**src/rtl/lcs_pkg.sv**
```systemverilog
// ----------------------------------------------------------------------------
// lcs_pkg
// Shared types, constants and helpers for the RGB min-max contrast stretch.
// ----------------------------------------------------------------------------
package lcs_pkg;

	localparam int MAX_PIXELS = 65536;
	localparam int ADDR_W     = $clog2(MAX_PIXELS);
	localparam int CNT_W      = $clog2(MAX_PIXELS + 1);
	localparam int SAMPLE_W   = 8;
	localparam int NUM_CH     = 3;
	localparam int DIV_STEPS  = 4;   // two quotient bits per step
	localparam int STEP_W     = $clog2(DIV_STEPS);

	localparam logic FUNC_LOAD = 1'b0;
	localparam logic FUNC_READ = 1'b1;

	typedef logic [SAMPLE_W-1:0]              sample_t;
	typedef logic [NUM_CH-1:0][SAMPLE_W-1:0]  pixel_t;   // [2] red, [1] green, [0] blue
	typedef logic [CNT_W-1:0]                 count_t;

	// controller -> datapath
	typedef struct packed {
		logic load;      // store one pixel, update min/max
		logic rd_issue;  // read transaction taken: check for data, start store read
		logic setup;     // load divider lanes from the read data
		logic div_step;  // two restoring division steps per lane
		logic push;      // move the result into the output register
	} lcs_cmd_t;

	// datapath -> controller
	typedef struct packed {
		logic rd_empty;  // no pixel left to read
	} lcs_status_t;

	// One restoring division step: returns {quotient bit, new remainder}.
	// The remainder stays below den, so the partial remainder fits nine bits.
	function automatic logic [SAMPLE_W:0] div_bit(input sample_t rem, input logic nb,
			input sample_t den);
		logic [SAMPLE_W:0] t;
		logic [SAMPLE_W:0] d;
		t = {rem, nb};
		d = {1'b0, den};
		if (t >= d) begin
			t = t - d;
			div_bit = {1'b1, t[SAMPLE_W-1:0]};
		end else begin
			div_bit = {1'b0, t[SAMPLE_W-1:0]};
		end
	endfunction

endpackage

```
**src/rtl/lcs_ctrl.sv**
```systemverilog
// ----------------------------------------------------------------------------
// lcs_ctrl
// Sequencer for load and read transactions and the output register valid.
// ----------------------------------------------------------------------------
module lcs_ctrl (
	input  logic                clk,
	input  logic                arst_n,
	input  logic                req_valid,
	input  logic                req_func,
	output logic                req_ready,
	output logic                rsp_valid,
	input  logic                rsp_ready,
	input  lcs_pkg::lcs_status_t status,
	output lcs_pkg::lcs_cmd_t    cmd
);
	import lcs_pkg::*;

	typedef enum logic [3:0] {
		ST_IDLE = 4'b0001,
		ST_MEM  = 4'b0010,
		ST_DIV  = 4'b0100,
		ST_PUSH = 4'b1000
	} state_t;

	state_t            state_q, state_d;
	logic [STEP_W-1:0] step_q;
	logic              rsp_valid_q;
	logic              req_take;
	logic              slot_free;

	assign req_ready = (state_q == ST_IDLE);
	assign req_take  = req_valid && req_ready;
	assign slot_free = !rsp_valid_q || rsp_ready;
	assign rsp_valid = rsp_valid_q;

	always_comb begin
		cmd      = '0;
		state_d  = state_q;
		unique case (state_q)
			ST_IDLE: begin
				if (req_take) begin
					if (req_func == FUNC_LOAD) begin
						cmd.load = 1'b1;
					end else begin
						cmd.rd_issue = 1'b1;
						state_d = status.rd_empty ? ST_PUSH : ST_MEM;
					end
				end
			end
			ST_MEM: begin
				cmd.setup = 1'b1;
				state_d   = ST_DIV;
			end
			ST_DIV: begin
				cmd.div_step = 1'b1;
				if (step_q == STEP_W'(DIV_STEPS - 1)) begin
					state_d = ST_PUSH;
				end
			end
			ST_PUSH: begin
				if (slot_free) begin
					cmd.push = 1'b1;
					state_d  = ST_IDLE;
				end
			end
			default: state_d = ST_IDLE;
		endcase
	end

	always_ff @(posedge clk or negedge arst_n) begin
		if (!arst_n) begin
			state_q     <= ST_IDLE;
			step_q      <= '0;
			rsp_valid_q <= 1'b0;
		end else begin
			state_q <= state_d;
			if (cmd.setup) begin
				step_q <= '0;
			end else if (cmd.div_step) begin
				step_q <= step_q + 1'b1;
			end
			if (cmd.push) begin
				rsp_valid_q <= 1'b1;
			end else if (rsp_ready) begin
				rsp_valid_q <= 1'b0;
			end
		end
	end

endmodule

```
**config.mk**
```make
export PLATFORM = sky130hd
export DESIGN_NAME = lcs_ctrl
export DESIGN_NICKNAME = d
export VERILOG_FILES = /design/src/rtl/lcs_pkg.sv /design/src/rtl/lcs_ctrl.sv
export SDC_FILE = /design/constraint.sdc
export NUM_CORES = 1
export LEC_CHECK = 0
export BUFFER_PORTS_ARGS = -buffer_cell sky130_fd_sc_hd__buf_4
export CORE_AREA = 5 5 42 44
export DETAILED_ROUTE_END_ITERATION = 7
export DIE_AREA = 0 0 47 49
export GPL_ROUTABILITY_DRIVEN = 0
export SYNTH_ARGS = -nofsm -noshare
export SYNTH_HDL_FRONTEND = slang
export SYNTH_SLANG_ARGS = --single-unit
```
**constraint.sdc**
```tcl
create_clock -name clk -period 4.2 [get_ports clk]
set_clock_uncertainty 0.05 [all_clocks]
set_input_delay 0.63 -clock clk [delete_from_list [all_inputs] [get_ports clk]]
set_output_delay 0.63 -clock clk [all_outputs]
set_load 0.02 [all_outputs]
```
[Word level (Yosys, flattened, before mapping)]
Cells that the tools add are included.
Widths: inputs -> output; s select.
Storage, ports and cells
  register bits after elaboration: 7
  output and inout port bits: 7
Cells by class
  add/sub/neg operators: 1
  equal/unequal tests: 9
  multiplexer cells: 18
  reduce and logical (&&, ||, !) cells: 6
Operators by type and width (count)
  $mux 4: 5
  $pmux 4 s4: 1
  $mux 1: 8
  $mux 2: 4
  $ne 2x2->1 const B: 3
  $eq 4x1->1 const B: 1
  $eq 4x2->1 const B: 1
  $eq 4x3->1 const B: 1
  $eq 4x4->1 const B: 1
  $reduce_and 4->1: 1
  $reduce_bool 2->1: 2
  $add 2x1->2 const B: 1
  $eq 2x2->1 const B: 1
  $ne 2x1->1 const B: 1
  $logic_and 1x1->1: 1
  $logic_not 1->1: 1
  $logic_or 1x1->1: 1

[Logic depth before layout (Yosys ltp)]
  depth after elaboration: 5
  depth in mapped cells: 3
  depth with buffers taken out: 3

[Worst setup path after synthesis]
Ideal clock, no wire load.
  kind: register to output
  start: reg state_q[0]
  end: out cmd[4] (netlist name)
  arrival: 2110 ps
  data required time: 3520 ps
  path slack: 1410 ps
  cell stages (with the launch flop): 4
  path buffers: 0
  path through: dfstp_2 > nor4b_1 > nand2_1 > nor2_1
RTL lines
  start: declaration: RTL line lcs_ctrl.sv:25  | state_t state_q, state_d;
  start signal: assignment: RTL line lcs_ctrl.sv:76  | state_q <= state_d;
  end: declaration: RTL line lcs_ctrl.sv:14  | output lcs_pkg::lcs_cmd_t cmd

==> impl_metrics.json <==
{
  "antenna_found_initial": 0,
  "synth-seq-area-share": 0.4796,
  "ant_nets": 0,
  "syn-cell-area_um2": 367.9,
  "syn2layout_area_growth_pct": 37.41,
  "syn_nets": 41,
  "synth_enable_flop_cells": 0,
  "synthFlopType": "dfrtp_1",
  "grt_pass1_wl_um": 1283,
  "routed_wl_um": 722,
  "synth_async_sr_flop_share": 1.000,
  "yosys_warnings": 0,
  "tightest_slew_ns": 0.9233,
  "die_w_um": 47,
  "path_clk_slew_ns": 0.05,
  "numCtsBuffers": 3,
  "gr-usage-all-layers": 0.07741,
  "period_needed_ns": 2.660,
  "max_slew_margin": 0.3758,
  "post-cts-setup-buffers": 0,
  "reg2regPathDepth": 3,
  "synth_area_per_cell_um2": 10.82,
  "tritoncts": "done",
  "utilization": 0.3607,
  "syn-instance-count": 34,
  "yosys.cell_count.top_type": "dfrtp_1",
  "p_leak_nw": 0.2497,
  "rows": 14,
  "synthTopCellsByCount": "dfrtp_1 (6), inv_1 (3), nor2_1 (3)",
  "cts_max_path_buffers": 2,
  "antenna-diode-count": 0,
  "clockRootBuffer": "clkbuf_4",
  "criticalPathCategory": "register to output port",
  "p_per_area_nw_per_um2": 566.6,
  "crit_fanout": 7,
  "finalPower_mw": 0.2864,
  "vias": 315,
  "dpl_cell_area_um2": 478.0,
  "irDropWorstVdd_mv": 0.1678,
  "grt_overflow": 0,
  "cts_resized": 0,
  "arrival_ns": 1.98,
  "clock_latency_ns": 0.25,
  "wl_per_cell_um": 10.94,
  "grt_max_degree": 8,
  "max_freq_mhz": 375.9,
  "initial_utilization": 0.2625,
  "hold_viol": 0,
  "dieArea_um2": 2303,
  "ys_types": 23,
  "die_y_um": 49,
  "postCtsHoldBufs": 0,
  "place_hpwl_um": 585.1,
  "grt_pass1_vias": 323,
  "viasPerCell": 4.773,
  "htree_levels": 1,
  "final_area_um2": 505.5,
  "synth_top_cell_by_area": "dfrtp_1",
  "num_io_pins": 13,
  "setup_violations": 0,
  "first_iter_violations": 10,
  "worstReg2RegEnd": "state_q[0]$_DFFE_PN1P_",
  "cp-end-kind": "output port",
  "r2r_slack_ns": 2.36,
  "fin_setup_tns_ns": 0,
  "synth.area.top_cells": "dfrtp_1 (41%), dfstp_2 (7.1%), nor4b_1 (4.8%), nor4b_2 (4.1%), or4b_4 (3.7%)",
  "io_buffers": 12,
  "core_um2": 1401,
  "synth.top_cell.area_share": 0.4082,
  "rsz0062_at_grt": "no",
  "hp-class": "input pin to asynchronous set/reset pin",
  "post-route-period-util": 0.6334,
  "dr.pass1.iters": 4,
  "cp-start-kind": "register",
  "cts_sinks": 7,
  "finalNetCount": 58,
  "worstPathRequired_ns": 3.52,
  "status": "complete, no violations",
  "drive_above_1_share": 0.3800,
  "synth-seq-cells": 7,
  "timing.rr.start": "state_q[0]$_DFFE_PN1P_",
  "maxCapViolCount": 0,
  "route.detailed.drc": 0,
  "maxSlewViolCount": 0
}
[worst max-delay path, cell delays in order, from the launching register on]
cell,delay (ns)
dfstp_2,0.58
nor4b_1,0.76
and3_1,0.25
buf_4,0.14
[cell families (layout without fill, tap and decap cells)]
kind of cell,Yosys count,after routing,synth area share
XOR/XNOR,1,1,0.02381
adder cells (fa/ha/maj),1,1,0.03401
multiplexers,1,1,0.02721
AND/OR/NAND/NOR,15,15,0.2823
flip-flops,7,7,0.4796
buffers and inverters,3,19,0.03061
AO/OA/AOI/OAI,6,6,0.1224
[placed cells by master, fill, tap and decap left out, drive strengths merged]
cell and count:
and3 1, or4b 1, nand3b 1, a211o 1
dfrtp 6, nand2b 1, ha 1, a21o 1
nor2 3, mux2i 1, clkbuf 3, clkinv 1
buf 12, or3 1, xnor2 1, nor3 1
o21ai 1, a21oi 1, a22o 1, inv 3
dfstp 1, nand2 2, nor3b 1, nor4b 3
a222oi 1
[how the worst max path moves through the flow]
stage | to | slack [ns] | cells past startpoint | start
final | cmd[3] | 1.54 | 3 | state_q[0]$_DFFE_PN1P_
after global routing | cmd[4] | 1.21 | 4 | state_q[0]$_DFFE_PN1P_
after CTS | cmd[3] | 1.52 | 3 | state_q[0]$_DFFE_PN1P_
after detailed placement | cmd[3] | 1.81 | 3 | state_q[0]$_DFFE_PN1P_
after global placement | cmd[4] | 1.87 | 4 | state_q[0]$_DFFE_PN1P_
after floorplan | cmd[4] | 1.41 | 3 | state_q[0]$_DFFE_PN1P_
[flip-flops by register name, summed over array words and instances, names as in the netlist]
signal and count:
rsp_valid 1, state_q 4, step_q 2
[where the power goes]
group / internal [mW] / total [mW] / switching [mW]
clock network: 0.0347 / 0.0596 / 0.0249
registers: 0.0893 / 0.110 / 0.0205
logic: 0.0580 / 0.117 / 0.0590
[routing by layer]
layer  vias up  share of wire  wire [um]  track usage
met2         7           0.52        372       0.1244
li1        160              -          -            -
met4         0              0          0      0.05530
met5         -              0          0            0
met3         0          0.069         50      0.02952
met1       148           0.41        299      0.07675
[per-stage QoR]
| stage | hold WS [ns] | cells | worst slack (ns) |
|---|---|---|---|
| 3_3_place_gp | 0.3951 | 62 | 1.870 |
| 5_1_grt | 0.1203 | 66 | 1.213 |
| 4_1_cts | 0.1240 | 66 | 1.520 |
| 2_1_floorplan | 0.2844 | 34 | 1.410 |
| 6_report | 0.1308 | 66 | 1.540 |
| 3_5_place_dp | 0.3991 | 62 | 1.809 |
[final cells by class]
type | instances | area, um2
clock buffer | 3 | 22.52
clock inverter | 1 | 5.005
fill | 158 | 895.9
multi-input combinational | 24 | 180.2
timing repair buffer | 12 | 90.09
inverter | 3 | 11.26
sequential | 7 | 176.4
tap | 16 | 20.02
Note: power is estimated with default switching activity, not from simulation.
